[config.mk]
export PLATFORM = sky130hd
export DESIGN_NAME = wav_header_parser
export DESIGN_NICKNAME = d
export VERILOG_FILES = /design/src/sv/wavhp_pkg.sv /design/src/sv/wavhp_front.sv /design/src/sv/wavhp_queue.sv /design/src/sv/wavhp_back.sv /design/src/sv/wav_header_parser.sv
export SDC_FILE = /design/constraint.sdc
export NUM_CORES = 2
export LEC_CHECK = 0
export BUFFER_PORTS_ARGS = -buffer_cell sky130_fd_sc_hd__buf_2
export CAP_MARGIN = 20
export CORE_AREA = 4 4 371 373
export CTS_CLUSTER_DIAMETER = 40
export DETAILED_ROUTE_END_ITERATION = 8
export DIE_AREA = 0 0 375 377
export HOLD_SLACK_MARGIN = 0.03
export PLACE_DENSITY_LB_ADDON = 0.08
export SLEW_MARGIN = 0
export SYNTH_ARGS = -nofsm -noshare
export SYNTH_HDL_FRONTEND = slang
export SYNTH_HIERARCHICAL = 1
export SYNTH_SLANG_ARGS = --single-unit
[constraint.sdc]
create_clock -name clk -period 22.6 [get_ports clk]
set_clock_uncertainty 0.1 [all_clocks]
set_input_delay 1.13 -clock clk [delete_from_list [all_inputs] [get_ports clk]]
set_output_delay 1.13 -clock clk [all_outputs]
set_load 0.005 [all_outputs]
[src/sv/wavhp_pkg.sv]
// wavhp_pkg: types, constants and tag lookup for the wav header parser
// no dependencies; imported by every module of the block

package wavhp_pkg;

  localparam int HEADER_BYTES = 44;
  localparam int OFF_W        = 6;
  localparam logic [OFF_W-1:0] LAST_OFFSET = OFF_W'(HEADER_BYTES - 1);

  localparam int QUEUE_DEPTH = 2;
  localparam int QPTR_W      = $clog2(QUEUE_DEPTH);
  localparam int QCNT_W      = $clog2(QUEUE_DEPTH + 1);

  localparam int DIVISOR_W = 29;
  localparam int QUOT_W    = 32;
  localparam int STEP_W    = $clog2(QUOT_W);

  localparam logic [2:0] ST_OK       = 3'd0;
  localparam logic [2:0] ST_BAD_RIFF = 3'd1;
  localparam logic [2:0] ST_BAD_WAVE = 3'd2;
  localparam logic [2:0] ST_BAD_FMT  = 3'd3;
  localparam logic [2:0] ST_NOT_PCM  = 3'd4;
  localparam logic [2:0] ST_BAD_DATA = 3'd5;

  localparam logic [15:0] PCM_FORMAT = 16'h0001;
  localparam logic [15:0] DEPTH_8BIT = 16'd8;
  localparam logic [15:0] STEREO     = 16'd2;

  localparam logic [31:0] TAG_RIFF = "RIFF";
  localparam logic [31:0] TAG_WAVE = "WAVE";
  localparam logic [31:0] TAG_FMT  = "fmt ";
  localparam logic [31:0] TAG_DATA = "data";

  typedef struct packed {
    logic [7:0] data_byte;
    logic       start_flag;
  } in_t;

  typedef struct packed {
    logic [2:0]  status;
    logic [31:0] chunk_size;
    logic [31:0] fmt_size;
    logic [15:0] audio_format;
    logic [15:0] num_channels;
    logic [31:0] sample_rate;
    logic [31:0] byte_rate;
    logic [15:0] bits_per_sample;
    logic [31:0] data_size;
    logic [31:0] num_samples;
    logic [2:0]  sample_repeat;
  } out_t;

  typedef struct packed {
    logic [2:0]  status;
    logic [31:0] chunk_size;
    logic [31:0] fmt_size;
    logic [15:0] audio_format;
    logic [15:0] num_channels;
    logic [31:0] sample_rate;
    logic [31:0] byte_rate;
    logic [15:0] bits_per_sample;
    logic [31:0] data_size;
  } hdr_t;

  typedef struct packed {
    logic full;
    hdr_t hdr;
  } job_t;

  typedef struct packed {
    logic       hit;
    logic [2:0] status;
    logic [7:0] value;
  } tag_t;

  function automatic tag_t tag_lookup(input logic [OFF_W-1:0] off);
    tag_t t;
    logic [4:0] sh;
    sh = 5'(8 * (3 - int'(off[1:0])));
    t = '0;
    case (off) inside
      [6'd0:6'd3]: begin
        t.hit = 1'b1;
        t.status = ST_BAD_RIFF;
        t.value = 8'(TAG_RIFF >> sh);
      end
      [6'd8:6'd11]: begin
        t.hit = 1'b1;
        t.status = ST_BAD_WAVE;
        t.value = 8'(TAG_WAVE >> sh);
      end
      [6'd12:6'd15]: begin
        t.hit = 1'b1;
        t.status = ST_BAD_FMT;
        t.value = 8'(TAG_FMT >> sh);
      end
      [6'd36:6'd39]: begin
        t.hit = 1'b1;
        t.status = ST_BAD_DATA;
        t.value = 8'(TAG_DATA >> sh);
      end
      default: t = '0;
    endcase
    return t;
  endfunction

endpackage

[src/sv/wavhp_front.sv]
// wavhp_front: byte parser, tag and format checks, little-endian field capture
// depends on wavhp_pkg; pushes one job per header into the queue

module wavhp_front
  import wavhp_pkg::*;
(
  input  logic clk,
  input  logic rst,
  input  logic byte_valid,
  output logic byte_stall,
  input  in_t  byte_data,
  output logic push,
  output job_t push_data,
  input  logic q_full
);

  logic [OFF_W-1:0] byte_offset;
  logic             halted;
  hdr_t             fld;

  logic             accept;
  logic             run;
  logic [OFF_W-1:0] off;
  logic [7:0]       b;
  hdr_t             base;
  hdr_t             fld_next;
  tag_t             tag;
  logic             emit;
  logic             full;
  logic [2:0]       status;

  assign byte_stall = q_full;
  assign accept     = byte_valid && !byte_stall;
  assign b          = byte_data.data_byte;
  assign off        = byte_data.start_flag ? '0 : byte_offset;
  assign base       = byte_data.start_flag ? '0 : fld;
  assign run        = accept && (byte_data.start_flag || !halted);
  assign tag        = tag_lookup(off);

  always_comb begin
    fld_next = base;
    case (off) inside
      [6'd4:6'd7]:   fld_next.chunk_size[8*off[1:0] +: 8] = b;
      [6'd16:6'd19]: fld_next.fmt_size[8*off[1:0] +: 8] = b;
      [6'd20:6'd21]: fld_next.audio_format[8*off[0] +: 8] = b;
      [6'd22:6'd23]: fld_next.num_channels[8*off[0] +: 8] = b;
      [6'd24:6'd27]: fld_next.sample_rate[8*off[1:0] +: 8] = b;
      [6'd28:6'd31]: fld_next.byte_rate[8*off[1:0] +: 8] = b;
      [6'd34:6'd35]: fld_next.bits_per_sample[8*off[0] +: 8] = b;
      [6'd40:6'd43]: fld_next.data_size[8*off[1:0] +: 8] = b;
      default: ;
    endcase
  end

  always_comb begin
    emit   = 1'b0;
    full   = 1'b0;
    status = ST_OK;
    if (tag.hit && b != tag.value) begin
      emit   = 1'b1;
      status = tag.status;
    end else if (off == 6'd21 && fld_next.audio_format != PCM_FORMAT) begin
      emit   = 1'b1;
      status = ST_NOT_PCM;
    end else if (off == LAST_OFFSET) begin
      emit   = 1'b1;
      full   = 1'b1;
    end
  end

  always_comb begin
    push_data            = '0;
    push_data.full       = full;
    push_data.hdr        = fld_next;
    push_data.hdr.status = status;
  end

  assign push = run && emit;

  always_ff @(posedge clk) begin
    if (rst) begin
      byte_offset <= '0;
      halted      <= 1'b1;
    end else if (run) begin
      if (emit) begin
        halted      <= 1'b1;
        byte_offset <= '0;
      end else begin
        halted      <= 1'b0;
        byte_offset <= off + 1'b1;
      end
    end
  end

  always_ff @(posedge clk) begin
    if (run) begin
      fld <= fld_next;
    end
  end

endmodule

[src/sv/wavhp_queue.sv]
// wavhp_queue: short job queue between the byte parser and the divider
// depends on wavhp_pkg for job_t and the queue depth

module wavhp_queue
  import wavhp_pkg::*;
(
  input  logic clk,
  input  logic rst,
  input  logic push,
  input  job_t push_data,
  output logic full,
  input  logic pop,
  output logic valid,
  output job_t pop_data
);

  job_t              mem [QUEUE_DEPTH];
  logic [QPTR_W-1:0] wr_ptr;
  logic [QPTR_W-1:0] rd_ptr;
  logic [QCNT_W-1:0] count;

  assign full     = count == QCNT_W'(QUEUE_DEPTH);
  assign valid    = count != '0;
  assign pop_data = mem[rd_ptr];

  always_ff @(posedge clk) begin
    if (push) begin
      mem[wr_ptr] <= push_data;
    end
  end

  always_ff @(posedge clk) begin
    if (rst) begin
      wr_ptr <= '0;
      rd_ptr <= '0;
      count  <= '0;
    end else begin
      if (push) begin
        wr_ptr <= wr_ptr + 1'b1;
      end
      if (pop) begin
        rd_ptr <= rd_ptr + 1'b1;
      end
      if (push && !pop) begin
        count <= count + 1'b1;
      end else if (pop && !push) begin
        count <= count - 1'b1;
      end
    end
  end

  a_no_overflow: assert property (@(posedge clk) disable iff (rst) !(push && full))
    else $error("queue push while full");
  a_no_underflow: assert property (@(posedge clk) disable iff (rst) !(pop && !valid))
    else $error("queue pop while empty");
  a_count_range: assert property (@(posedge clk) disable iff (rst)
    count <= QCNT_W'(QUEUE_DEPTH))
    else $error("queue count out of range");

endmodule

[src/sv/wavhp_back.sv]
// wavhp_back: sample count by serial restoring division, repeat code, result register
// depends on wavhp_pkg; pops jobs from wavhp_queue

module wavhp_back
  import wavhp_pkg::*;
(
  input  logic clk,
  input  logic rst,
  input  logic q_valid,
  input  job_t q_data,
  output logic pop,
  output logic result_valid,
  input  logic result_stall,
  output out_t result_data
);

  localparam logic [1:0] S_IDLE = 2'd0;
  localparam logic [1:0] S_MUL  = 2'd1;
  localparam logic [1:0] S_DIV  = 2'd2;
  localparam logic [1:0] S_DONE = 2'd3;

  logic [1:0]           state;
  hdr_t                 job;
  logic [2:0]           rep;
  logic [DIVISOR_W-1:0] divisor;
  logic [QUOT_W-1:0]    quo;
  logic [DIVISOR_W-1:0] rem;
  logic [STEP_W-1:0]    step;

  logic [DIVISOR_W:0]   rem_sh;
  logic                 fits;
  logic [2:0]           rep_calc;
  logic                 load;

  assign rem_sh = {rem, quo[QUOT_W-1]};
  assign fits   = rem_sh >= {1'b0, divisor};
  assign pop    = state == S_IDLE && q_valid;
  assign load   = state == S_DONE && (!result_valid || !result_stall);

  always_comb begin
    if (q_data.hdr.num_channels == STEREO) begin
      rep_calc = (q_data.hdr.bits_per_sample == DEPTH_8BIT) ? 3'd2 : 3'd4;
    end else begin
      rep_calc = (q_data.hdr.bits_per_sample == DEPTH_8BIT) ? 3'd1 : 3'd2;
    end
  end

  always_ff @(posedge clk) begin
    if (rst) begin
      state <= S_IDLE;
    end else begin
      case (state)
        S_IDLE: begin
          if (q_valid) begin
            state <= q_data.full ? S_MUL : S_DONE;
          end
        end
        S_MUL: state <= S_DIV;
        S_DIV: begin
          if (divisor == '0 || step == STEP_W'(QUOT_W - 1)) begin
            state <= S_DONE;
          end
        end
        S_DONE: begin
          if (load) begin
            state <= S_IDLE;
          end
        end
        default: state <= S_IDLE;
      endcase
    end
  end

  always_ff @(posedge clk) begin
    case (state)
      S_IDLE: begin
        if (q_valid) begin
          job <= q_data.hdr;
          rep <= q_data.full ? rep_calc : 3'd1;
          quo <= q_data.full ? q_data.hdr.data_size : '0;
          rem <= '0;
        end
      end
      S_MUL: begin
        divisor <= DIVISOR_W'(job.num_channels) * DIVISOR_W'(job.bits_per_sample[15:3]);
        step    <= '0;
      end
      S_DIV: begin
        if (divisor == '0) begin
          quo <= '0;
        end else begin
          quo  <= {quo[QUOT_W-2:0], fits};
          rem  <= fits ? DIVISOR_W'(rem_sh - {1'b0, divisor}) : rem_sh[DIVISOR_W-1:0];
          step <= step + 1'b1;
        end
      end
      default: ;
    endcase
  end

  always_ff @(posedge clk) begin
    if (rst) begin
      result_valid <= 1'b0;
    end else if (load) begin
      result_valid <= 1'b1;
    end else if (!result_stall) begin
      result_valid <= 1'b0;
    end
  end

  always_ff @(posedge clk) begin
    if (load) begin
      result_data.status          <= job.status;
      result_data.chunk_size      <= job.chunk_size;
      result_data.fmt_size        <= job.fmt_size;
      result_data.audio_format    <= job.audio_format;
      result_data.num_channels    <= job.num_channels;
      result_data.sample_rate     <= job.sample_rate;
      result_data.byte_rate       <= job.byte_rate;
      result_data.bits_per_sample <= job.bits_per_sample;
      result_data.data_size       <= job.data_size;
      result_data.num_samples     <= quo;
      result_data.sample_repeat   <= rep;
    end
  end

  a_pop_idle: assert property (@(posedge clk) disable iff (rst) pop |-> state == S_IDLE)
    else $error("job popped while busy");
  a_div_exit: assert property (@(posedge clk) disable iff (rst)
    state == S_DIV |=> state == S_DIV || state == S_DONE)
    else $error("divider left to wrong state");
  a_step_adv: assert property (@(posedge clk) disable iff (rst)
    state == S_DIV && divisor != '0 && step != STEP_W'(QUOT_W - 1)
    |=> step == $past(step) + 1'b1)
    else $error("division step did not advance");
  a_fail_fields: assert property (@(posedge clk) disable iff (rst)
    result_valid && result_data.status != ST_OK
    |-> result_data.num_samples == '0 && result_data.sample_repeat == 3'd1)
    else $error("failure result carries computed fields");

endmodule

[src/sv/wav_header_parser.sv]
// wav_header_parser: top level of the canonical wav header parser
// depends on wavhp_pkg, wavhp_front, wavhp_queue and wavhp_back
//
//   channel   signals                                 payload
//   byte      byte_valid, byte_stall, byte_data       in_t  (data_byte, start_flag)
//   result    result_valid, result_stall, result_data out_t (status, fields, count)
//
// one header byte per cycle; byte_stall rises only when the two-entry job queue is full
// a full header takes the back end through pop, multiply, 32 divide steps and load, a
// zero divisor ends the divide at its first step, so 44-byte headers stream without
// stalls; a failure skips multiply and divide and goes from pop straight to load
// synchronous reset clears the queue and the parser, which then waits for start_flag
// a held result_stall fills the queue and then stalls the byte side

module wav_header_parser
  import wavhp_pkg::*;
(
  input  logic clk,
  input  logic rst,
  input  logic byte_valid,
  output logic byte_stall,
  input  in_t  byte_data,
  output logic result_valid,
  input  logic result_stall,
  output out_t result_data
);

  logic push;
  job_t push_data;
  logic q_full;
  logic pop;
  logic q_valid;
  job_t q_data;

  wavhp_front u_front (
    .clk        (clk),
    .rst        (rst),
    .byte_valid (byte_valid),
    .byte_stall (byte_stall),
    .byte_data  (byte_data),
    .push       (push),
    .push_data  (push_data),
    .q_full     (q_full)
  );

  wavhp_queue u_queue (
    .clk       (clk),
    .rst       (rst),
    .push      (push),
    .push_data (push_data),
    .full      (q_full),
    .pop       (pop),
    .valid     (q_valid),
    .pop_data  (q_data)
  );

  wavhp_back u_back (
    .clk          (clk),
    .rst          (rst),
    .q_valid      (q_valid),
    .q_data       (q_data),
    .pop          (pop),
    .result_valid (result_valid),
    .result_stall (result_stall),
    .result_data  (result_data)
  );

endmodule
==> metrics.md <==
| Metric | Value |
|---|---|
| Root Buffer | `clkbuf_16` |
| Via density | `between 5 and 6` |
| Number of global-route vias before repair | `29.79k` |
| Antenna Nets Post-Route | `0` |
| Clk pin slew, worst setup/hold paths | `around 60 ps` |
| Hold Crit Depth | `0` |
| Area growth from synthesis to layout | `16.97%` |
| Final setup violation count | `0` |
| Syn_nets | `3739` |
| Top cell type by total area after synthesis | `edfxtp_1` |
| WS Path Type | `reg -> reg` |
| Max FO, Critical Path | `14` |
| CP required | `roughly 23000 ps` |
| Most frequent cell after synthesis | `edfxtp_1` |
| Crit share post-route | `0.2755` |
| Reg2reg setup slack | `16370 ps` |
| Avg Cell Area, Syn | `15.46 µm²` |
| Insertion delay to the later sink of the worst-skew pair | `a little under 800 ps` |
| GRT Overall Usage | `0.1782` |
| Placer Congestion | `between 0.8 and 0.9` |
| Worst-margin pin slew | `1069 ps` |
| Core Util, Final | `0.4645` |
| Drt drc | `0` |
| Worst r2r dst | `u_back/divisor[28]` |
| CTS tree | `built` |
| Row Count | `approximately 140` |
| Crit path DAT | `6640 ps` |
| Fin. max-slew vios | `0` |
| Mapped cell area | `53460 µm²` |
| H-Tree Depth | `4` |
| Cells after Synth | `approximately 3.5k` |
| Reg2reg start | `u_back/job[115]` |
| Top cells by area, synth | `edfxtp_1 67%, fa_1 5.8%, mux2_4 5.1%` |
| Worst Hold Path EP | `u_back/result_data[141]` |
| Clk sinks | `approximately 1.2k` |
| Final hold vios | `0` |
| Total CTS buffers | `171` |
| Yosys warns | `6` |
| Chip width | `375 µm` |
| Post-synth EDFFs | `1187` |
| Post-CTS Setup Inserts | `0` |
| WL per Instance | `22.09 µm` |
| Total wire length | `125800 µm` |
| CP Launch Type | `flop` |
| Top cells by count, synth | `1187 x edfxtp_1, 267 x nand2_1, 259 x inv_1` |
| Max Buffers Root-to-Sink | `3` |
| I/O Buffers | `260` |
| First DRT Iteration DRCs | `2121` |
| Final Instance Count excl. Fillers | `5697` |
| Placeable Area | `134600 µm²` |
| I/O pin count | `between 200 and 300` |
| Register area share after synthesis | `0.6723` |
| First-pass GRT wire length | `190200 µm` |
| Min-delay src | `u_back/job[106]` |
| Setup TNS | `0 ps` |
| Pre-antenna DRT Iters | `5` |
| Max cap viols | `0` |
| Share of layout cells above drive strength 1 | `0.2170` |
| Area share of the largest cell type after synthesis | `0.6667` |
| Total die area | `between 100000 and 150000 µm²` |
| Worst hold path class | `reg -> reg` |
| Largest net degree at the start of global routing | `155` |
| Predominant post-synthesis flop cell | `edfxtp_1` |
| RSZ-0062 raised after global routing | `false` |
| Area of placed instances | `56480 µm²` |
| Hold_buf cts | `0` |
| Crit path time final | `just over 6000 ps` |
| Post-DP HPWL | `just under 80000 µm` |
| # resized after CTS | `0` |
| Reg2reg path depth | `19` |
| Initial antenna violation count | `10` |
| Yosys reg bits | `1202` |
| Placed Cells | `5378` |
| Height of the chip | `around 380 µm` |
| Status | `finished clean` |
| Rel. slew slack | `0.2848` |
| Vias | `28.75k` |
| Initial Util | `0.3971` |
| Grt total ovfl | `0` |
| Netlist cell types | `90` |
| Crit end category | `flop` |
| Post-synth ARST share | `0` |
| Fmax | `around 160 MHz` |
| Nets | `4051` |
| Finished Cell Area | `62540 µm²` |
==> cell usage in the layout (no fill, tap or decap), drive strengths merged, types with 5 or more instances in the layout <==
cell type | netlist | routed
bufinv | 0 | 27
o21ai | 220 | 220
xnor2 | 38 | 38
nand2 | 267 | 267
nand3 | 34 | 34
nor2b | 13 | 13
inv | 262 | 280
o221ai | 5 | 5
xor2 | 16 | 16
a21oi | 85 | 85
clkbuf | 114 | 195
fa | 155 | 155
o31ai | 7 | 7
or3 | 8 | 8
a211oi | 13 | 13
a22o | 33 | 33
nand4b | 6 | 6
nand3b | 134 | 134
o21bai | 9 | 9
nor2 | 66 | 66
a221oi | 5 | 5
clkinvlp | 0 | 13
and2 | 125 | 125
nand2b | 76 | 76
and3 | 9 | 9
a21o | 25 | 25
edfxtp | 1187 | 1187
nor4 | 24 | 24
clkinv | 0 | 63
dfxtp | 15 | 15
a31oi | 8 | 8
mux2 | 213 | 213
nor3 | 30 | 30
nand4 | 15 | 15
o21a | 10 | 10
buf | 51 | 303
ha | 112 | 112
==> metal layers <==
metal,track usage,vias to the layer above,wire (µm)
met1,0.2473,14650,57210
met4,0.05130,0,2739
met3,0.03417,171,6022
li1,-,13290,-
met5,0,-,0
met2,0.2871,634,59870
==> cell families (layout without fill, tap and decap cells) <==
logic type,count (synthesis),after routing,synth area share
adders and majority gates,267,267,0.08425
DFF,1202,1202,0.6723
AOI/OAI and AO/OA,463,463,0.05434
buffers and inverters,427,881,0.03618
xor gates and xnor gates,54,54,0.008846
other,0,3,0
muxes,216,216,0.05806
and+or+nand+nor,830,830,0.08601
==> worst max path at each step <==
stage                                  to  cells after the start             from
finish                 u_back/divisor[28]                     19  u_back/job[115]
global route           u_back/divisor[28]                     18   u_back/job[47]
CTS                    u_back/divisor[28]                     19  u_back/job[115]
detailed placement     u_back/divisor[28]                     18   u_back/job[42]
global placement       u_back/divisor[28]                     19  u_back/job[115]
floorplan           u_back/result_data[0]                      1     result_stall
==> state kept, by name, summed over array words and instances, names as in the netlist, named ones only <==
register / cells
u_queue/rd_ptr: 1
u_back/rem: 29
u_back/rep: 3
u_front/fld: 208
u_back/result_data: 246
u_queue/count: 2
u_back/quo: 32
u_back/job: 211
u_back/divisor: 29
u_queue/mem: 424
u_back/step: 5
u_back/state: 2
u_front/byte_offset: 6
u_queue/wr_ptr: 1
u_front/halted: 1
u_back/result_valid: 1
==> final cells by class <==
class | instances | area (µm²)
clock buffers | 194 | 4397
clock inverters | 121 | 1637
diodes | 3 | 7.507
well taps | 1781 | 2228
multi-input cells | 1830 | 15660
flip-flops and latches | 1202 | 35950
repair buffers | 304 | 1669
fillers | 11730 | 72090
inverters | 262 | 991.0
==> worst max-delay path: stages, from the launching register on <==
cell and delay (ps):
edfxtp_1 660, and2_1 310, fa_1 530, inv_1 50, fa_1 480, inv_1 60, fa_1 500, fa_1 540
inv_1 50, fa_1 530, inv_1 50, ha_1 370, a41o_1 210, a221oi_1 420, o31ai_2 200, a41oi_2 300
o21ai_2 140, o22ai_2 220, o21ai_1 90, xnor2_1 130
==> metrics by stage <==
step	worst slack [ps]	hold slack [ps]
final	16370	309.6
after global routing	16070	312.6
after CTS	16370	309.9
after detailed placement	16380	304.5
after global placement	16390	302.0
after floorplan	2440	300.3
Power is not shown: default switching activity piles up to over one toggle a cycle in this logic, so the estimate is an artifact.
